`src/rtl/slp_pkg.sv`:
```
// ----------------------------------------------------------------------------
// slp_pkg
// Shared types and constants for the skyline bottom-left placer.
// ----------------------------------------------------------------------------
package slp_pkg;

  localparam int DIM_W      = 11;
  localparam int POS_X_W    = 10;
  localparam int POS_Y_W    = 16;
  localparam int CFG_DATA_W = 32;
  localparam int CFG_ADDR_W = 2;

  typedef logic [DIM_W-1:0]      dim_t;
  typedef logic [POS_X_W-1:0]    pos_x_t;
  typedef logic [POS_Y_W-1:0]    pos_y_t;
  typedef logic [CFG_DATA_W-1:0] cfg_data_t;
  typedef logic [CFG_ADDR_W-1:0] cfg_addr_t;

  // register map
  localparam cfg_addr_t CFG_SIDE_ADDR = 2'd0;
  localparam dim_t      SIDE_RESET    = 11'd1024;

  // scan unit status towards the sequencer
  typedef struct packed {
    logic done;
    logic found;
  } scan_stat_t;

endpackage

```
`src/rtl/slp_scan.sv`:
```
// ----------------------------------------------------------------------------
// slp_scan
// Skyline scan unit: finds the lowest, then leftmost, spot for one width.
// ----------------------------------------------------------------------------
module slp_scan #(
  parameter int MAX_SIDE    = 1024,
  parameter int HEIGHT_BITS = 16,
  localparam int AW = (MAX_SIDE > 1) ? $clog2(MAX_SIDE) : 1,
  localparam int CW = $clog2(MAX_SIDE + 1),
  localparam int SW = ((CW > slp_pkg::DIM_W) ? CW : slp_pkg::DIM_W) + 1
) (
  input  logic                   clk,
  input  logic                   rst_n,
  input  logic                   start,
  input  slp_pkg::dim_t          scan_w,
  input  logic [SW-1:0]          cap,
  output slp_pkg::scan_stat_t    stat,
  output logic [SW-1:0]          best_x,
  output logic [HEIGHT_BITS-1:0] best_y,
  output logic                   rd_en,
  output logic [AW-1:0]          rd_addr,
  input  logic [HEIGHT_BITS-1:0] rd_data
);
  import slp_pkg::*;

  localparam logic [1:0] S_IDLE = 2'd0;
  localparam logic [1:0] S_RD   = 2'd1;
  localparam logic [1:0] S_EVAL = 2'd2;

  logic [1:0]             state_r, state_nxt;
  logic [SW-1:0]          x_r, x_nxt;
  logic [SW-1:0]          k_r, k_nxt;
  logic [SW-1:0]          w_r, w_nxt;
  logic [SW-1:0]          cap_r, cap_nxt;
  logic [HEIGHT_BITS-1:0] acc_r, acc_nxt;
  logic [HEIGHT_BITS-1:0] by_r, by_nxt;
  logic [SW-1:0]          bx_r, bx_nxt;
  logic                   rd_v_r, rd_v_nxt;
  logic                   found_r, found_nxt;
  logic                   done_r, done_nxt;

  logic [HEIGHT_BITS-1:0] win_max;
  logic [HEIGHT_BITS-1:0] new_by;
  logic                   better;
  logic [SW-1:0]          w_in;

  // the shared compare unit: running max over the window, then min over windows
  assign win_max = (rd_v_r && (rd_data > acc_r)) ? rd_data : acc_r;
  assign better  = !found_r || (win_max < by_r);
  assign new_by  = better ? win_max : by_r;
  assign w_in    = SW'(scan_w);

  assign rd_addr = k_r[AW-1:0];
  assign rd_en   = (state_r == S_RD);

  assign stat.done  = done_r;
  assign stat.found = found_r;
  assign best_x     = bx_r;
  assign best_y     = by_r;

  always_comb begin
    state_nxt = state_r;
    x_nxt     = x_r;
    k_nxt     = k_r;
    w_nxt     = w_r;
    cap_nxt   = cap_r;
    acc_nxt   = acc_r;
    by_nxt    = by_r;
    bx_nxt    = bx_r;
    found_nxt = found_r;
    done_nxt  = 1'b0;
    rd_v_nxt  = 1'b0;
    unique case (state_r)
      S_IDLE: begin
        if (start) begin
          w_nxt   = w_in;
          cap_nxt = cap;
          x_nxt   = '0;
          k_nxt   = '0;
          acc_nxt = '0;
          bx_nxt  = '0;
          by_nxt  = '0;
          if (w_in == '0) begin
            // zero width sits at the origin and touches nothing
            found_nxt = 1'b1;
            done_nxt  = 1'b1;
          end else if (w_in > cap) begin
            found_nxt = 1'b0;
            done_nxt  = 1'b1;
          end else begin
            found_nxt = 1'b0;
            state_nxt = S_RD;
          end
        end
      end
      S_RD: begin
        rd_v_nxt = 1'b1;
        acc_nxt  = win_max;
        if (k_r == x_r + w_r - SW'(1)) begin
          state_nxt = S_EVAL;
        end else begin
          k_nxt = k_r + SW'(1);
        end
      end
      S_EVAL: begin
        if (better) begin
          bx_nxt    = x_r;
          by_nxt    = win_max;
          found_nxt = 1'b1;
        end
        if ((new_by == '0) || (x_r + w_r == cap_r)) begin
          done_nxt  = 1'b1;
          state_nxt = S_IDLE;
        end else begin
          x_nxt     = x_r + SW'(1);
          k_nxt     = x_r + SW'(1);
          acc_nxt   = '0;
          state_nxt = S_RD;
        end
      end
      default: begin
        state_nxt = S_IDLE;
      end
    endcase
  end

  always_ff @(posedge clk) begin
    if (!rst_n) begin
      state_r <= S_IDLE;
      done_r  <= 1'b0;
      rd_v_r  <= 1'b0;
      found_r <= 1'b0;
    end else begin
      state_r <= state_nxt;
      done_r  <= done_nxt;
      rd_v_r  <= rd_v_nxt;
      found_r <= found_nxt;
    end
  end

  always_ff @(posedge clk) begin
    x_r   <= x_nxt;
    k_r   <= k_nxt;
    w_r   <= w_nxt;
    cap_r <= cap_nxt;
    acc_r <= acc_nxt;
    by_r  <= by_nxt;
    bx_r  <= bx_nxt;
  end

endmodule

```
`config.mk`:
```
export PLATFORM = sky130hd
export DESIGN_NAME = slp_scan
export DESIGN_NICKNAME = d
export VERILOG_FILES = /design/src/rtl/slp_pkg.sv /design/src/rtl/slp_scan.sv
export SDC_FILE = /design/constraint.sdc
export NUM_CORES = 1
export LEC_CHECK = 0
export BUFFER_PORTS_ARGS = -buffer_cell sky130_fd_sc_hd__buf_2
export CORE_MARGIN = 5
export CORE_UTILIZATION = 25
export DETAILED_ROUTE_END_ITERATION = 12
export GPL_ROUTABILITY_DRIVEN = 0
export PLACE_DENSITY = 0.48
export SETUP_SLACK_MARGIN = 0.2
export SYNTH_ARGS = -nofsm -noshare
export SYNTH_HDL_FRONTEND = slang
export SYNTH_SLANG_ARGS = --single-unit
```
`constraint.sdc`:
```
create_clock -name clk -period 14.95 [get_ports clk]
set_input_delay 1.495 -clock clk [delete_from_list [all_inputs] [get_ports clk]]
set_output_delay 1.495 -clock clk [all_outputs]
set_load 0.03 [all_outputs]
```
[Yosys cells after proc, flatten, opt, wreduce, memory -nomap -nowiden]
Cells that the tools add are included.
Widths: inputs -> output; s select.
Word-level totals
  flip-flop bits (word level): 96
  memories: 0
  output and inout bits: 41
  input port bits: 42
  bits in writable memories: 0
  bits in read-only memories: 0
  bits in latches: 0
Cells by class
  multipliers: 0
  muxes and demuxes: 29
  bitwise logic cells: 0
  order comparisons: 3
  divide/modulo/power cells: 0
  equal/unequal tests: 11
  reduce and logical (&&, ||, !) cells: 16
  shifts and indexed selects: 0
  $add $sub $neg: 4
Operators with widths (count)
  $mux 16: 4
  $mux 12: 4
  $pmux 12 s2: 2
  $pmux 16 s3: 1
  $pmux 12 s3: 1
  $pmux 16 s2: 1
  $add 12x1->12 const B: 2
  $eq 12x12->1: 2
  $gt 16x16->1: 1
  $logic_not 16->1: 1
  $lt 16x16->1: 1
  $add 12x11->12: 1
  $gt 11x12->1: 1
  $logic_not 12->1: 1
  $ne 2x2->1 const B: 6
  $sub 12x1->12 const B: 1
  $mux 1: 9
  $reduce_and 3->1: 3
  $mux 2: 4
  $reduce_and 4->1: 2
  $pmux 2 s3: 1
  $pmux 1 s2: 2
  $reduce_and 2->1: 2
  $reduce_bool 3->1: 1
  other kinds (8): 9

[Depth between registers and ports, before layout]
  word-level depth: 10
  depth in mapped cells: 21
  depth with buffers taken out: 19

[Worst setup path before layout]
Ideal clock, no wire load.
  path type: in2reg
  start point: in rd_data[15]
  end point: reg acc_r[0], enable pin
  arrival: 5.981 ns
  library setup time: 0.409 ns
  buffers on the path: 2
  cell stages on the path: 18
  setup slack: 8.560 ns
  required time: 14.541 ns
  path through: ha_1 -> nand4_1 -> or4_1 -> o311a_1 -> buf_6 -> clkbuf_1 -> o21ai_0 -> ha_1 -> a21oi_1 -> o21ai_0 -> a32oi_1 -> nand2_1 -> or4_4 -> nand3_2 -> mux2i_1 -> nor2_1 -> nor2_1 -> nor3_1
On the way
  cells in the longest elaborated chain, start to end: 10
RTL lines
  from (decl): line slp_scan.sv:22  | input logic [HEIGHT_BITS-1:0] rd_data
  $gt 16x16->1 *: line slp_scan.sv:48  | assign win_max = (rd_v_r && (rd_data > acc_r)) ? rd_data : acc_r;
  $logic_and 1x1->1 *: line slp_scan.sv:48
  $mux 16 *: line slp_scan.sv:48
  net win_max[5]: line slp_scan.sv:42  | logic [HEIGHT_BITS-1:0] win_max;
  $lt 16x16->1: line slp_scan.sv:49  | assign better = !found_r || (win_max < by_r);
  $logic_or 1x1->1: line slp_scan.sv:49
  $mux 16 *
  $logic_not 16->1 *: line slp_scan.sv:111  | if ((new_by == '0) || (x_r + w_r == cap_r)) begin
  $logic_or 1x1->1 *: line slp_scan.sv:111
  $ne 2x2->1 (no source line) *
  $reduce_and 3->1 (no source line) *
  to (signal assigned): line slp_scan.sv:146  | acc_r <= acc_nxt;
  to (decl): line slp_scan.sv:35  | logic [HEIGHT_BITS-1:0] acc_r, acc_nxt;
The timed path passes the listed nets; every way through them passes the cells marked *.
A chain may end at the register's enable or synchronous reset.

[Final worst setup path]
  start point: in rd_data[15]
  end point: reg bx_r[11], in the netlist best_x[11], enable pin
On the way
  cells in the longest elaborated chain, start to end: 7
RTL lines
  $gt 16x16->1: line slp_scan.sv:48
  $logic_and 1x1->1: line slp_scan.sv:48
  $mux 16 *: line slp_scan.sv:48
  net win_max[15]: line slp_scan.sv:42
  $lt 16x16->1 *: line slp_scan.sv:49
  $logic_or 1x1->1 *: line slp_scan.sv:49
  $ne 2x2->1 (no source line) *
  $reduce_and 3->1 (no source line) *
  to (signal assigned): line slp_scan.sv:148  | bx_r <= bx_nxt;
  to (decl): line slp_scan.sv:37  | logic [SW-1:0] bx_r, bx_nxt;
Marked as above.

==> results summary <==
The post-cts sizing count came out at 0. The global routing met2 resource utilization is 0.210. In this run the deepest clock path goes through 2 buffers.

The number of port buffers is between 80 and 90. The total setup buffers inserted after CTS is 0. The aggregate routed wire length came out at roughly 18 mm. Dividing the detail-routed via count by the number of cells gives approximately 4.8. The overall die height came out at about 170 um. The final-report max-slew violation count came out at 0.

Clock-pin slew was measured on the worst setup and hold paths at 70 ps. In the synthesized netlist the dominant register cell turns out to be sky130_fd_sc_hd__edfxtp_1. Detailed placement ended at an HPWL of between 10 and 15 mm. In the post-synthesis netlist, the cell with the most instances is sky130_fd_sc_hd__edfxtp_1. The H-tree was split into 3 levels. The number of instances in the synthesized netlist is 687. The maximum fanout along the worst path came out at 35. Ranked by total cell area, the synthesized netlist is headed by sky130_fd_sc_hd__edfxtp_1, sky130_fd_sc_hd__ha_1, sky130_fd_sc_hd__xnor2_1, sky130_fd_sc_hd__inv_1, sky130_fd_sc_hd__and2_1.

Global routing finished with a remaining overflow of 0. 0 antenna diodes ended up in the layout. Across every metal layer, demand over resource in global routing totals 0.121. For the pin with the worst max-slew slack, the measured transition is between 1000 and 1500 ps. The first-pass iteration count of the detailed router came out at 4. By count the netlist is led by sky130_fd_sc_hd__edfxtp_1, sky130_fd_sc_hd__ha_1, sky130_fd_sc_hd__inv_1.

Clock tree synthesis inserted a total of 9 buffers. The count of final hold-check violations came out at 0. The global routing usage on met3 is 0.0279. The area of the multi-input gates is approximately 3600 um2. The number of storage elements in the synthesis netlist came out at 96. The share of the synthesized area in the top cell type is 0.402. Synthesis produced a netlist with a net count of 790. The layout overhead on the synthesized area came out at 14.3%. In this run the cell area of the synthesized design comes to approximately 6800 um2.

The global routing's busiest layer is met2. The area enclosed by the die boundary came out at 30600 um2. In this run the count of I/O pins placed on the die edge is slightly above 80. The CTS tree is built. Registers take 2830 um2. Of the cells placed in the final design, the portion with a size suffix greater than 1 is 0.168.

The number of buffers added to fix hold violations after cts came out at 0. The core region area is 26900 um2. The initial antenna violation count is 0. The final instance area came out at 7770 um2. The worst-skew pair later-pin latency is 360 ps. The number of global-route vias before repair is 5317. The maximum clock skew at final layout is roughly 12 ps. The floorplan has 60 rows. The relative slew slack is 0.274. The reported max-cap violation count is 0. Setup repair after global routing left no endpoint under its margin. The starting utilization of the core area came out at 0.253.

Data on the critical path is required at its endpoint by 14920 ps. The maximum achievable frequency is around 0.14 GHz. The cell at the root of the clock tree is sky130_fd_sc_hd__clkbuf_16.

The instance area at placement came out at 7480 um2. The final routed DRC violation total is 0. The first global-routing pass estimated 29.2 mm of wire.

Across the VDD grid, the largest voltage drop is 0.0477 mV. The number of nets still failing antenna checks after routing came out at 0. The critical path endpoint category is a flop. The largest net degree at the start of global routing came out at 36. The type of element launching the critical path is an input port.

Dividing the final minimum period by the clock period gives 0.468. The post-synthesis area per instance is approximately 10 um2. The data arrival time of the critical path is 6960 ps.

After detailed routing, the average wire length per cell comes to ~17 um. The leakage power came out at ~3.1 nW. The worst setup path is of the in -> reg kind. The number of different library cells in the post-synthesis netlist is 70. The power density over cell area is approximately 160 nW/um2. The async set-reset flop share out of synthesis is 0. The net count reported at finish is ~850. The number of setup violations in the final report came out at 0. The run finished with clean final reports. The total clock sinks came out at 96. The width of the die came out at 175 um. The biggest area contributor in the post-synthesis netlist is sky130_fd_sc_hd__edfxtp_1. The sequential area share after synthesis is 0.417. The path class of the tightest hold or removal check is reg -> reg. The final route contains 5251 vias.

The synthesized design contains between 90 and 100 enable-type register cells. The total negative slack for setup checks came out at 0 ps. Subtracting the final worst setup slack from the clock period gives approximately 7000 ps. The count of fill cells added during filler insertion came out at about 2900. The met1 layer usage reported by global route came out at 0.152.

In this run, the number of DRC markers left after iteration 0 of detailed routing was roughly 370. Yosys printed 0 warnings.
==> worst max-delay path, stage by stage <==
cell and delay [ps]:
sky130_fd_sc_hd__buf_2 120, sky130_fd_sc_hd__ha_1 310, sky130_fd_sc_hd__nand4_1 180, sky130_fd_sc_hd__a2111oi_0 410, sky130_fd_sc_hd__o311a_1 950, sky130_fd_sc_hd__o21ai_0 400, sky130_fd_sc_hd__ha_1 420, sky130_fd_sc_hd__a21oi_1 140
sky130_fd_sc_hd__o21ai_0 120, sky130_fd_sc_hd__a32oi_1 210, sky130_fd_sc_hd__nand2_1 110, sky130_fd_sc_hd__or4_4 520, sky130_fd_sc_hd__nand3_2 110, sky130_fd_sc_hd__inv_1 410, sky130_fd_sc_hd__a21oi_1 1030
==> where the power goes <==
group | switching, W | leakage (nW) | internal (W) | total, W
registers | 0.0000555 | 0.961 | 0.000372 | 0.000427
clock network | 0.000103 | 0.140 | 0.000130 | 0.000233
logic | 0.000350 | 1.98 | 0.000206 | 0.000556
total | 0.000509 | 3.08 | 0.000708 | 0.00122
==> cells by family after synthesis <==
| logic type | after synthesis | share of synthesized area |
|---|---|---|
| flops | 96 | 0.417 |
| fa+ha+maj | 61 | 0.113 |
| simple gates | 233 | 0.183 |
| xor+xnor | 52 | 0.0708 |
| compound gates | 147 | 0.150 |
| mux | 4 | 0.00607 |
| buf+inv | 94 | 0.0605 |
==> registers in the layout, indices dropped and copies added (netlist names), 2 cells and up <==
name and cells:
acc_r 16, best_x 12, best_y 16, cap_r 12
k_r 12, state_r 2, w_r 11, x_r 12
==> cell usage in the layout (no fill, tap or decap), types with 4 or more instances in the layout <==
master	instances
sky130_fd_sc_hd__xnor2_1	33
sky130_fd_sc_hd__a21o_1	6
sky130_fd_sc_hd__dfxtp_1	5
sky130_fd_sc_hd__buf_2	82
sky130_fd_sc_hd__o21a_1	5
sky130_fd_sc_hd__o211ai_1	8
sky130_fd_sc_hd__nand4_1	16
sky130_fd_sc_hd__ha_1	60
sky130_fd_sc_hd__nor2_1	50
sky130_fd_sc_hd__clkbuf_16	9
sky130_fd_sc_hd__buf_4	4
sky130_fd_sc_hd__xor2_1	17
sky130_fd_sc_hd__nand2_1	36
sky130_fd_sc_hd__inv_1	59
sky130_fd_sc_hd__or2_2	4
sky130_fd_sc_hd__o21ai_0	31
sky130_fd_sc_hd__nor4_1	15
sky130_fd_sc_hd__edfxtp_1	91
sky130_fd_sc_hd__nand3_1	24
sky130_fd_sc_hd__nor2b_1	15
sky130_fd_sc_hd__a211oi_1	19
sky130_fd_sc_hd__and3_1	13
sky130_fd_sc_hd__and2_1	35
sky130_fd_sc_hd__nor3_1	7
sky130_fd_sc_hd__a21oi_1	38
==> routing by layer <==
metal	routed length [um]	vias up	share of wire
met1	8400	2510	0.46
met4	251	0	0.014
met5	0	-	0
met2	8890	104	0.49
met3	747	13	0.041
li1	-	2624	-
==> area by class of cell <==
cell class	count	share of cell area
Multi-Input combinational cell	497	0.458
Sequential cell	96	0.364
Timing Repair Buffer	86	0.0567
Tap cell	341	0.0549
Clock buffer	11	0.0299
Inverter	59	0.0285
Clock inverter	5	0.00724
==> through the flow <==
| step | total power [W] | std cells | worst slack [ps] | hold WS (ps) | util |
|---|---|---|---|---|---|
| 6_report | 0.00122 | 1095 | 7960 | 509 | 0.289 |
| 5_1_grt | 0.00132 | 1095 | 7310 | 526 | 0.289 |
| 4_1_cts | 0.00123 | 1095 | 7930 | 512 | 0.289 |
| 3_5_place_dp | 0.000996 | 1079 | 7530 | 502 | 0.278 |
| 3_3_place_gp | 0.000996 | 1079 | 7600 | 492 | 0.278 |
| 2_1_floorplan | 0.000844 | 687 | 8560 | 469 | - |
==> worst paths after layout <==
| check | start | to | slack [ps] | cells past startpoint |
|---|---|---|---|---|
| max | rd_data[15] | best_x[11]$_SDFFCE_PN0P_ | 7960 | 15 |
| min | state_r[0]$_SDFFE_PN0P_ | state_r[0]$_SDFFE_PN0P_ | 510 | 2 |
| min reg2reg | state_r[0]$_SDFFE_PN0P_ | state_r[0]$_SDFFE_PN0P_ | 510 | 2 |
| max reg2reg | acc_r[15]$_SDFFCE_PN0P_ | best_x[11]$_SDFFCE_PN0P_ | 8750 | 15 |
No activity file was read; power rests on OpenSTA's default activity.
