**src/rtl/slp_pkg.sv**
```systemverilog
// ----------------------------------------------------------------------------
// slp_pkg
// Shared types and constants for the skyline bottom-left placer.
// ----------------------------------------------------------------------------
package slp_pkg;

  localparam int DIM_W      = 11;
  localparam int POS_X_W    = 10;
  localparam int POS_Y_W    = 16;
  localparam int CFG_DATA_W = 32;
  localparam int CFG_ADDR_W = 2;

  typedef logic [DIM_W-1:0]      dim_t;
  typedef logic [POS_X_W-1:0]    pos_x_t;
  typedef logic [POS_Y_W-1:0]    pos_y_t;
  typedef logic [CFG_DATA_W-1:0] cfg_data_t;
  typedef logic [CFG_ADDR_W-1:0] cfg_addr_t;

  // register map
  localparam cfg_addr_t CFG_SIDE_ADDR = 2'd0;
  localparam dim_t      SIDE_RESET    = 11'd1024;

  // scan unit status towards the sequencer
  typedef struct packed {
    logic done;
    logic found;
  } scan_stat_t;

endpackage

```
**src/rtl/slp_cfg.sv**
```systemverilog
// ----------------------------------------------------------------------------
// slp_cfg
// APB register slice holding the strip side length.
// ----------------------------------------------------------------------------
module slp_cfg (
  input  logic               clk,
  input  logic               rst_n,
  input  logic               psel,
  input  logic               penable,
  input  logic               pwrite,
  input  slp_pkg::cfg_addr_t paddr,
  input  slp_pkg::cfg_data_t pwdata,
  output slp_pkg::cfg_data_t prdata,
  output logic               pready,
  output slp_pkg::dim_t      side_length
);
  import slp_pkg::*;

  dim_t side_r;
  logic wr_en;

  assign pready      = 1'b1;
  assign wr_en       = psel && penable && pwrite && (paddr == CFG_SIDE_ADDR);
  assign side_length = side_r;

  always_ff @(posedge clk) begin
    if (!rst_n) begin
      side_r <= SIDE_RESET;
    end else if (wr_en) begin
      side_r <= pwdata[DIM_W-1:0];
    end
  end

  always_comb begin
    prdata = '0;
    if (paddr == CFG_SIDE_ADDR) begin
      prdata = CFG_DATA_W'(side_r);
    end
  end

endmodule

```
**config.mk**
```make
export PLATFORM = sky130hd
export DESIGN_NAME = slp_cfg
export DESIGN_NICKNAME = d
export VERILOG_FILES = /design/src/rtl/slp_pkg.sv /design/src/rtl/slp_cfg.sv
export SDC_FILE = /design/constraint.sdc
export NUM_CORES = 1
export LEC_CHECK = 0
export ABC_CLOCK_PERIOD_IN_PS = 2200
export BUFFER_PORTS_ARGS = -buffer_cell sky130_fd_sc_hd__buf_2
export CAP_MARGIN = 20
export CORE_MARGIN = 2
export CORE_UTILIZATION = 35
export CTS_CLUSTER_DIAMETER = 30
export DETAILED_ROUTE_END_ITERATION = 7
export PLACE_DENSITY = 0.86
export SYNTH_ARGS = -nofsm -noshare
export SYNTH_HDL_FRONTEND = slang
export SYNTH_SLANG_ARGS = --single-unit
```
**constraint.sdc**
```tcl
create_clock -name clk -period 2.2 [get_ports clk]
set_input_delay 0.33 -clock clk [delete_from_list [all_inputs] [get_ports clk]]
set_output_delay 0.33 -clock clk [all_outputs]
set_load 0.02 [all_outputs]
```
* After elaboration in Yosys (flattened, before gate mapping)
Cells that the tools add are included.
** Storage, ports and cells
- Bits in registers :: 11
- Input bits :: 39
- Output and inout port bits :: 44
- Logic and storage cells :: 6
** Operators by class
- Multiplexer cells :: 1
- Reduce and logical (&&, ||, !) cells :: 4
** Operators by type and width (number)
- $mux 11 :: 1
- $logic_and 1x1->1 :: 3
- $logic_not 2->1 :: 1

* Depth between registers and ports, before layout
Gate-level depths: netlist (run 1).
- Word-level depth :: 3
- Depth in mapped cells :: 4
- Gate-level depth less buffers :: 3

* Least setup slack after synthesis (run 1)
Ideal clock, no wire load.
- Kind :: register -> output
- Start point :: register side_r[10], in the netlist side_length[10]
- End point :: output port prdata[10]
- Arrival :: 1.012 ns
- Required time :: 1.870 ns
- Setup slack :: 0.858 ns
- Cell stages (with the launch flop) :: 3
- Buffers on the path :: 0
- Cells stage by stage :: dfxtp_1 > inv_1 > nor3_1
** Between the ends
- Word-level cells in the longest chain between the ends :: 1
** Ends and longest elaborated chain
- start, declared :: line slp_cfg.sv:19 : dim_t side_r;
- start signal, assigned :: line slp_cfg.sv:30 : side_r <= pwdata[DIM_W-1:0];
- $mux 11 :: line slp_cfg.sv:36 : if (paddr == CFG_SIDE_ADDR) begin
- end, declared :: line slp_cfg.sv:13 : output slp_pkg::cfg_data_t prdata,
Every way passes these cells.

* Worst setup path in the final report (run 1)
- Start point :: input port paddr[1]
- End point :: output port prdata[0]
** Between the ends
- Word-level cells in the longest chain between the ends :: 2
** Ends and longest elaborated chain
- start, declared :: line slp_cfg.sv:11 : input slp_pkg::cfg_addr_t paddr,
- $logic_not 2->1 :: line slp_cfg.sv:36
- $mux 11 :: line slp_cfg.sv:36
Every way passes these cells.

==> reports/metrics.csv, run 1 <==
stage,metric,value,unit
route,wl_per_cell,9.38,um
floorplan,core_area,1920,um2
synth,ys_seq_area_share,31.5,%
worst_setup_path,worstPathRequired,1.87,ns
cells_and_area,n_antenna_cell,0,
clock_network,clk_pin_slew,0.07,ns
clock_network,post-cts-setup-buffer-count,0,
sta,fin_setup_tns,0,ns
placed_design,place_ws,0.622,ns
floorplan,start_util,36.3,%
hold_path,min_to,side_length[3]$_SDFFE_PN0P_,
placed_design,hpwl,1.13,mm
sta,clock_skew,0,ns
sta,period_share,70.3,%
sta,maxSlewViolCount,0,
route,drc,0,
route,vias_per_cell,4.00,
route,dr.pass1.iters,2,
clock_network,h-tree-depth,1,
global_route,grt_pass1_vias,561,
worst_setup_path,worstPathMaxFanout,7,
floorplan,die_y,48.7,um
global_route,grt_max_degree,22,
pwr,p_seq_share,48.5,%
clock_network,ctsHoldBuffers,0,
pwr,p_comb_share,19.0,%
pwr,p_clk_share,32.5,%
synth,yosysWarnings,0,
hold_path,min_path_cells,3,
worst_setup_path,reg2reg_depth,2,
clock_network,clkSinkCount,11,
sta,rsz0062_at_grt,false,
clock_network,worstSkewPairLatency,0.26,ns
placed_design,io_buffer_count,39,
sta,setup_violations,0,
global_route,grt-ovfl-total,0,
route,wirelength,1.42,mm
floorplan,pin_count,83,
worst_setup_path,worst_setup_path_start_kind,input port,
hold_path,hold_start,pwdata[3],
worst_setup_path,cp-end-kind,output port,
global_route,antenna_found_initial,0,
pwr,cellInternalPower,0.000293,W
placed_design,place_congestion,0.689,
sta,post-route-min-period,1.55,ns
synth,synth.distinct_cells,15,
synth,yosysTopAreaCell,dfxtp_1,
clock_network,clockBufferDepth,2,
worst_setup_path,r2r_start,side_length[1]$_SDFFE_PN0P_,
pwr,power.leakage,0.468,nW
floorplan,die_x,48.7,um
global_route,grt_pass1_wl,2.44,mm
floorplan,die_area,2370,um2
flow_run,drv_cap,0,
global_route,grt_use_total,13.2,%
worst_setup_path,r2r_slack,1.57,ns
sta,hold_violations,0,
cells_and_area,stdcell_area,848,um2
route,vias,604,
synth,ys_ff_latch,11,
synth,synth_area_leaders,"dfxtp_1, buf_4, mux2i_1",
pwr,p_switching,0.000126,W
cells_and_area,layout-drive-gt1-share,36.3,%
cells_and_area,nets,164,
synth,avgSynthCellArea,8.12,um2
worst_setup_path,worstPathArrival,1.22,ns
clock_network,cts-root-buf,clkbuf_4,
hold_path,hp-class,in -> reg,
pwr,irDropWorstVdd,262,uV
cells_and_area,area_growth,21.5,%
worst_setup_path,r2r_end,side_length[1]$_SDFFE_PN0P_,
floorplan,rows,16,
sta,whs,0.306,ns
clock_network,numCtsBuffers,3,
worst_setup_path,worst-setup-path-type,in -> out,
synth,netlist.area_leader.share,31.5,%
pwr,switching_share,30.1,%
clock_network,cts_tree,yes,
synth,syn_area,698,um2
clock_network,ctsResizeCount,0,
sta,setup_ws,0.654,ns
cells_and_area,largest_reg_flops,11,
status,outcome,finished clean,
placed_design,placed_area,822,um2
sta,fmax,647,MHz
route,drt_iter0_drc,1,
pwr,p_per_area,494,nW/um2
route,ant_nets,0,
synth,netlist_instances,86,
## metal layers
layer	vias to the layer above	global-route usage, %	wire length (um)
met5	-	0	0
met4	0	6.19	0
met3	0	4.32	105
met2	30	24.2	751
met1	272	13.4	559
li1	302	-	-
## cell families (layout without fill, tap and decap cells)
family | count (synthesis) | count (layout) | synth area share (%)
AO/OA/AOI/OAI | 1 | 1 | 1.08
buffers and inverters | 27 | 45 | 27.4
flip-flops | 11 | 11 | 31.5
multiplexers | 10 | 10 | 14.3
other | 2 | 22 | 1.08
AND/OR/NAND/NOR | 35 | 35 | 24.5
## synth_stat cells, drive strengths merged
library cell and count:
nand2 20, conb 2, and2 11, inv 1, mux2i 10, buf 23
dfxtp 11, and3 1, nor2 1, nand3 1, clkbuf 3, nor3 1
o211ai 1
## placed cells by master (no fill, tap or decap), drive strengths merged
cell	n
and3	1
buf	40
o211ai	1
nor2	1
dfxtp	11
conb	22
and2	11
clkbuf	4
nand2	20
mux2i	10
nor3	1
nand3	1
inv	1
## worst max path at each step
stage	startpoint	endpoint	cells past startpoint
CTS	paddr[1]	prdata[0]	5
detailed placement	paddr[1]	prdata[0]	5
floorplan	side_length[10]$_SDFFE_PN1P_	prdata[10]	2
global route	paddr[1]	prdata[5]	5
global placement	paddr[1]	prdata[1]	5
finish	paddr[1]	prdata[0]	5
## cell type report
class                      count  area [um2]
clock buffer                   4        26.3
inverter                       1        3.75
sequential                    11         220
tap                           27        33.8
fill                         206        1070
multi-input combinational     68         362
timing repair buffer          40         203
## worst max-delay path, stage by stage
cell and delay [ns]:
buf_2 0.10, nor2_1 0.29, buf_4 0.21, and2_1 0.12
buf_2 0.16
## through the flow
| stage | instances | utilization [%] | total power (W) |
|---|---|---|---|
| after floorplan | 106 | - | 0.000294 |
| after global placement | 147 | 42.8 | 0.000286 |
| after detailed placement | 147 | 42.8 | 0.000288 |
| after CTS | 151 | 44.1 | 0.000428 |
| after global routing | 151 | 44.1 | 0.000448 |
| final | 151 | 44.1 | 0.000419 |
## power by group through the flow
stage | sequential (W) | combinational (W) | clock (W)
final | 0.000203 | 0.0000797 | 0.000136
after detailed placement | 0.000208 | 0.0000798 | 0
after floorplan | 0.000211 | 0.0000831 | 0
after CTS | 0.000203 | 0.0000799 | 0.000144
after global placement | 0.000208 | 0.0000779 | 0
after global routing | 0.000204 | 0.0000866 | 0.000157
Power figures use the tool's default switching activity.
==> run 2: changes to the inputs <==
- ABC_AREA: default -> 1
- ABC_CLOCK_PERIOD_IN_PS: 2200 -> 1300
- CORE_UTILIZATION: 35 -> 31
- PLACE_DENSITY: 0.86 -> 0.77
- clock period: 2.2 -> 1.3 ns (I/O delays scaled with it)
==> reports/metrics.csv, run 2 <==
stage,metric,value,unit,change
status,outcome,finished clean,,unchanged
sta,setup_ws,0.179,ns,was 0.654 ns
floorplan,pin_count,83,,unchanged
worst_setup_path,worstPathRequired,1.11,ns,was 1.87 ns
global_route,grt_pass1_wl,2.38,mm,was 2.44 mm
synth,netlist_instances,122,,was 86
synth,synthSimpleGateAreaFrac,34.4,%,was 24.6%
pwr,cellInternalPower,0.000507,W,was 0.000293 W
synth,synth.distinct_cells,16,,was 15
synth,avgSynthCellArea,6.35,um2,was 8.12 um2
pwr,power.leakage,0.540,nW,was 0.468 nW
hold_path,hold_start,pwdata[10],,was pwdata[3]
cells_and_area,final_common_cell,buf_2,,unchanged
worst_setup_path,r2r_end,side_length[10]$_SDFFE_PN1P_,,was side_length[1]$_SDFFE_PN0P_
synth,ys_ff_latch,11,,unchanged
pwr,p_switching,0.000248,W,was 0.000126 W
synth,async_reset_ff_share,0,%,unchanged
cells_and_area,area_growth,19.2,%,was 21.5%
synth,yosysTopAreaCell,dfxtp_1,,unchanged
floorplan,die_area,2910,um2,was 2370 um2
clock_network,worstSkewPairLatency,0.27,ns,was 0.26 ns
sta,setup_violations,0,,unchanged
synth,synth_top_family_by_area,buffers and inverters,,unchanged
pwr,p_seq_share,46.2,%,was 48.5%
synth,synth_compound_area_share,0.646,%,was 1.08%
cells_and_area,layout-drive-gt1-share,30.6,%,was 36.3%
synth,netlist.area_leader.share,28.4,%,was 31.5%
floorplan,core_area,2430,um2,was 1920 um2
hold_path,hp-class,in -> reg,,unchanged
pwr,p_comb_share,22.6,%,was 19.0%
route,wirelength,1.54,mm,was 1.42 mm
route,wl_per_cell,8.09,um,was 9.38 um
worst_setup_path,reg2reg_depth,2,,unchanged
synth,synth-edff-count,0,,unchanged
flow_run,drv_cap,0,,unchanged
route,dr.pass1.iters,2,,unchanged
worst_setup_path,worst-setup-path-type,reg -> out,,was in -> out
worst_setup_path,r2r_start,side_length[10]$_SDFFE_PN1P_,,was side_length[1]$_SDFFE_PN0P_
clock_network,clockBufferDepth,2,,unchanged
clock_network,clkSinkCount,11,,unchanged
route,vias,689,,was 604
synth,ys_seq_area_share,28.4,%,was 31.5%
clock_network,cts_tree,yes,,unchanged
clock_network,post-cts-setup-buffer-count,0,,unchanged
global_route,grt_use_total,11.3,%,was 13.2%
clock_network,ctsHoldBuffers,0,,unchanged
sta,rsz0062_at_grt,false,,unchanged
pwr,switching_share,32.9,%,was 30.1%
floorplan,die_x,54.0,um,was 48.7 um
cells_and_area,final_core_util,38.0,%,was 44.1%
pwr,irDropWorstVdd,346,uV,was 262 uV
cells_and_area,n_antenna_cell,0,,unchanged
sta,fmax,892,MHz,
synth,synthTopCellsByCount,"nor2_1, buf_4, inv_1",,"was buf_4, nand2_1, dfxtp_1"
worst_setup_path,worstPathMaxFanout,3,,was 7
placed_design,io_buffer_count,39,,unchanged
sta,clock_skew,0,ns,unchanged
global_route,grt-ovfl-total,0,,unchanged
global_route,grt_pass1_vias,597,,was 561
worst_setup_path,crit_start,side_length[0]$_SDFFE_PN0P_,,was paddr[1]
clock_network,cts-root-buf,clkbuf_4,,unchanged
floorplan,rows,18,,was 16
synth,synth_most_common_cell,nor2_1,,was buf_4
pwr,p_clk_share,31.1,%,was 32.5%
placed_design,place_congestion,0.664,,was 0.689
global_route,grt_max_degree,14,,was 22
cells_and_area,final_cell_mix,"buf_2, nor2_1, inv_1, conb_1, nand2_1",,"was buf_2, conb_1, nand2_1, dfxtp_1"
synth,synthMuxAreaShare,0,%,was 14.3%
pwr,p_total,0.000755,W,was 0.000419 W
clock_network,ctsResizeCount,0,,unchanged
sta,fin_setup_tns,0,ns,unchanged
worst_setup_path,r2r_slack,0.71,ns,was 1.57 ns
worst_setup_path,worstPathArrival,0.93,ns,was 1.22 ns
placed_design,hpwl,1.14,mm,was 1.13 mm
worst_setup_path,worst_setup_path_start_kind,register,,was input port
sta,maxSlewViolCount,0,,unchanged
sta,period_share,86.2,%,
floorplan,die_y,54.0,um,was 48.7 um
clock_network,numCtsBuffers,3,,unchanged
clock_network,clk_pin_slew,0.08,ns,was 0.07 ns
route,ant_nets,0,,unchanged
sta,hold_violations,0,,unchanged
worst_setup_path,worstSetupEndpoint,prdata[0],,unchanged
pwr,p_per_area,817,nW/um2,was 494 nW/um2
sta,post-route-min-period,1.12,ns,
synth,synth_xor_area_share,0,%,unchanged
worst_setup_path,cp-end-kind,output port,,unchanged
global_route,antenna_found_initial,0,,unchanged
synth,synth_area_leaders,"dfxtp_1, buf_4, nor2_1",,"was dfxtp_1, buf_4, mux2i_1"
synth,synthAdderAreaFrac,0,%,unchanged
synth,synthFlopType,dfxtp_1,,unchanged
placed_design,place_ws,0.264,ns,was 0.622 ns
route,vias_per_cell,3.63,,was 4.00
route,drt_iter0_drc,3,,was 1
route,drc,0,,unchanged
synth,syn_area,774,um2,was 698 um2
cells_and_area,nets,200,,was 164
clock_network,h-tree-depth,1,,unchanged
synth,yosysWarnings,0,,unchanged
cells_and_area,largest_reg_flops,11,,unchanged
sta,whs,0.149,ns,was 0.306 ns
floorplan,start_util,31.8,%,was 36.3%
run 2: critical path, cell delays in order (launching register included):
cell and delay, ns:
dfxtp_1 0.35, inv_1 0.04, nor2_1 0.09, buf_2 0.17
run 2: power by group through the flow:
stage,registers [W],logic [W],clock network (W)
2_1_floorplan,0.000366,0.000166,0
3_3_place_gp,0.000357,0.000170,0
3_5_place_dp,0.000357,0.000172,0
4_1_cts,0.000349,0.000172,0.000241
5_1_grt,0.000350,0.000194,0.000257
6_report,0.000349,0.000171,0.000235
run 2: per-stage QoR:
step / instances / area (um2)
after detailed placement: 186 / 897
after global placement: 186 / 897
after floorplan: 142 / 850
after global routing: 190 / 923
after CTS: 190 / 923
final: 190 / 923
run 2: worst min path at each step:
stage | slack [ns] | cells after the start | end
4_1_cts | 0.14 | 3 | side_length[10]$_SDFFE_PN1P_
6_report | 0.15 | 3 | side_length[10]$_SDFFE_PN1P_
5_1_grt | 0.15 | 3 | side_length[10]$_SDFFE_PN1P_
3_5_place_dp | 0.42 | 3 | side_length[10]$_SDFFE_PN1P_
2_1_floorplan | 0.32 | 2 | side_length[5]$_SDFFE_PN0P_
3_3_place_gp | 0.41 | 3 | side_length[10]$_SDFFE_PN1P_
run 2: area by class of cell:
type	instances	area, um2
clock buffers	4	26.3
well taps	30	37.5
inverters	24	90.1
multi-input cells	82	354
flip-flops and latches	11	220
repair buffers	39	195
fillers	298	1510
run 2: cell families after synthesis:
logic type | Yosys count
compound gates | 1
simple gates | 59
other cells | 2
flops | 11
buf+inv | 49
run 2: layer usage:
metal	vias to the layer above	wire length (um)	part of all wire [%]	global-route usage, %
met5	-	0	0	0
met3	0	80	5.2	0.833
li1	384	-	-	-
met2	25	782	51	20.9
met4	0	0	0	6.25
met1	280	675	44	12.5
==> run 3: changes to the inputs <==
==> constraint.sdc (replaced) <==
create_clock -name clk -period 1.3 [get_ports clk]
set_input_delay 0.065 -clock clk [delete_from_list [all_inputs] [get_ports clk]]
set_output_delay 0.065 -clock clk [all_outputs]
set_load 0.02 [all_outputs]
==> reports/metrics.csv, run 3 (synthesis results as in run 2) <==
stage,metric,value,unit,change
worst_setup_path,cp_cell_sequence,"inv_1, nor2_1, buf_2",,unchanged
cells_and_area,largest_reg_flops,11,,unchanged
global_route,grt_pass1_wl,2.23,mm,was 2.38 mm
sta,period_share,75.9,%,was 86.2%
route,met2_length,763,um,was 782 um
sta,clock_skew,0,ns,unchanged
route,dr.pass1.iters,4,,was 2
pwr,power.leakage,0.540,nW,unchanged
clock_network,numCtsBuffers,3,,unchanged
floorplan,die_x,54.0,um,unchanged
clock_network,post-cts-setup-buffer-count,0,,unchanged
floorplan,die_y,54.0,um,unchanged
clock_network,cts-root-buf,clkbuf_4,,unchanged
cells_and_area,area_growth,19.2,%,unchanged
sta,rsz0062_at_grt,false,,unchanged
sta,fin_setup_tns,0,ns,unchanged
clock_network,ctsHoldBuffers,0,,unchanged
clock_network,ctsResizeCount,0,,unchanged
route,wl_per_cell,7.82,um,was 8.09 um
flow_run,drv_cap,0,,unchanged
worst_setup_path,slowest_stage,dfxtp_1,,unchanged
worst_setup_path,max_stage_delay,0.36,ns,was 0.35 ns
sta,maxSlewViolCount,0,,unchanged
pwr,cellInternalPower,0.000507,W,about the same
sta,hold_violations,0,,unchanged
sta,fmax,1010,MHz,was 892 MHz
pwr,p_clk_share,30.6,%,was 31.1%
route,ant_nets,0,,unchanged
worst_setup_path,worstSetupEndpoint,prdata[2],,was prdata[0]
worst_setup_path,worst-setup-path-type,reg -> out,,unchanged
placed_design,place_congestion,0.649,,was 0.664
cells_and_area,layout-drive-gt1-share,30.6,%,unchanged
placed_design,io_buffer_count,39,,unchanged
clock_network,worstSkewPairLatency,0.26,ns,was 0.27 ns
floorplan,core_area,2430,um2,unchanged
route,drt_iter0_drc,5,,was 3
hold_path,min_path_cells,3,,unchanged
floorplan,rows,18,,unchanged
cells_and_area,final_common_cell,buf_2,,unchanged
worst_setup_path,worstPathArrival,0.92,ns,was 0.93 ns
worst_setup_path,crit_start,side_length[2]$_SDFFE_PN0P_,,was side_length[0]$_SDFFE_PN0P_
route,wl_met3,103,um,was 80 um
worst_setup_path,r2r_slack,0.72,ns,was 0.71 ns
placed_design,hpwl,1.14,mm,about the same
cells_and_area,nets,200,,unchanged
sta,setup_violations,0,,unchanged
pwr,irDropWorstVdd,352,uV,was 346 uV
global_route,grt_pass1_vias,551,,was 597
floorplan,pin_count,83,,unchanged
clock_network,clk_pin_slew,0.07,ns,was 0.08 ns
floorplan,start_util,31.8,%,unchanged
worst_setup_path,reg2reg_depth,2,,unchanged
clock_network,clkSinkCount,11,,unchanged
clock_network,clockBufferDepth,2,,unchanged
route,wirelength,1.49,mm,was 1.54 mm
worst_setup_path,r2r_end,side_length[10]$_SDFFE_PN1P_,,unchanged
worst_setup_path,worstPathRequired,1.24,ns,was 1.11 ns
sta,post-route-min-period,0.987,ns,was 1.12 ns
route,vias,711,,was 689
cells_and_area,final_core_util,38.0,%,unchanged
global_route,grt-ovfl-total,0,,unchanged
clock_network,h-tree-depth,1,,unchanged
pwr,p_switching,0.000241,W,was 0.000248 W
clock_network,cts_tree,yes,,unchanged
worst_setup_path,r2r_start,side_length[10]$_SDFFE_PN1P_,,unchanged
route,drc,0,,unchanged
pwr,p_per_area,810,nW/um2,was 817 nW/um2
pwr,p_comb_share,22.8,%,was 22.6%
status,outcome,finished clean,,unchanged
cells_and_area,n_antenna_cell,0,,unchanged
floorplan,die_area,2910,um2,unchanged
route,vias_per_cell,3.74,,was 3.63
global_route,antenna_found_initial,0,,unchanged
hold_path,hp-class,in -> reg,,unchanged
worst_setup_path,worstPathMaxFanout,3,,unchanged
global_route,grt_use_total,10.6,%,was 11.3%
route,met1_length,600,um,was 675 um
cells_and_area,final_cell_mix,"buf_2, nor2_1, inv_1, conb_1, nand2_1",,unchanged
worst_setup_path,worst_setup_path_start_kind,register,,unchanged
worst_setup_path,cp-end-kind,output port,,unchanged
route,dr.max_layer_used,met4,,was met3
pwr,switching_share,32.3,%,was 32.9%
pwr,p_seq_share,46.7,%,was 46.2%
global_route,grt_max_degree,14,,unchanged
==> run 3: cell counts in the layout (fill, tap and decap cells not counted) <==
Identical to the previous run, type by type.
==> run 3: layout make-up <==
class	instances	area, um2
Clock buffer	4	26.3
Inverter	24	90.1
Tap cell	30	37.5
Sequential cell	11	220
Multi-Input combinational cell	82	354
Timing Repair Buffer	39	195
Fill cell	286	1510
==> run 3: power by group through the flow <==
stage	logic, W	clock network (W)	registers, W
2_1_floorplan	0.000166	0	0.000366
3_3_place_gp	0.000170	0	0.000357
3_5_place_dp	0.000172	0	0.000357
4_1_cts	0.000172	0.000238	0.000349
5_1_grt	0.000193	0.000249	0.000350
6_report	0.000170	0.000229	0.000349
==> run 3: worst min path at each step <==
stage | startpoint | to | slack [ns]
after global routing | pwdata[10] | side_length[10]$_SDFFE_PN1P_ | 0.03
after CTS | pwdata[10] | side_length[10]$_SDFFE_PN1P_ | 0.01
after floorplan | rst_n | side_length[5]$_SDFFE_PN0P_ | 0.19
after global placement | pwdata[10] | side_length[10]$_SDFFE_PN1P_ | 0.28
final | pwdata[10] | side_length[10]$_SDFFE_PN1P_ | 0.02
after detailed placement | pwdata[10] | side_length[10]$_SDFFE_PN1P_ | 0.29
==> run 3: through the flow <==
step           cell area (um2)  cells  power (W)  hold WS, ns  setup slack, ns
4_1_cts                    923    190   0.000758       0.0104            0.303
3_5_place_dp               897    186   0.000529        0.288            0.384
5_1_grt                    923    190   0.000792       0.0327            0.234
3_3_place_gp               897    186   0.000527        0.284            0.395
2_1_floorplan              850    142   0.000532        0.186            0.437
6_report                   923    190   0.000748       0.0196            0.313
==> run 3: critical path, delay by kind of cell (launching register included) <==
family,cells,cell delay (ns)
DFF,1,0.36
and+or+nand+nor,1,0.09
buffers and inverters,2,0.21
==> run 3: metal layers <==
| metal | GRT usage [%] | vias to the layer above |
|---|---|---|
| met5 | 0 | - |
| met4 | 6.25 | 0 |
| met3 | 0.833 | 2 |
| met2 | 20.7 | 27 |
| met1 | 10.7 | 297 |
| li1 | - | 385 |
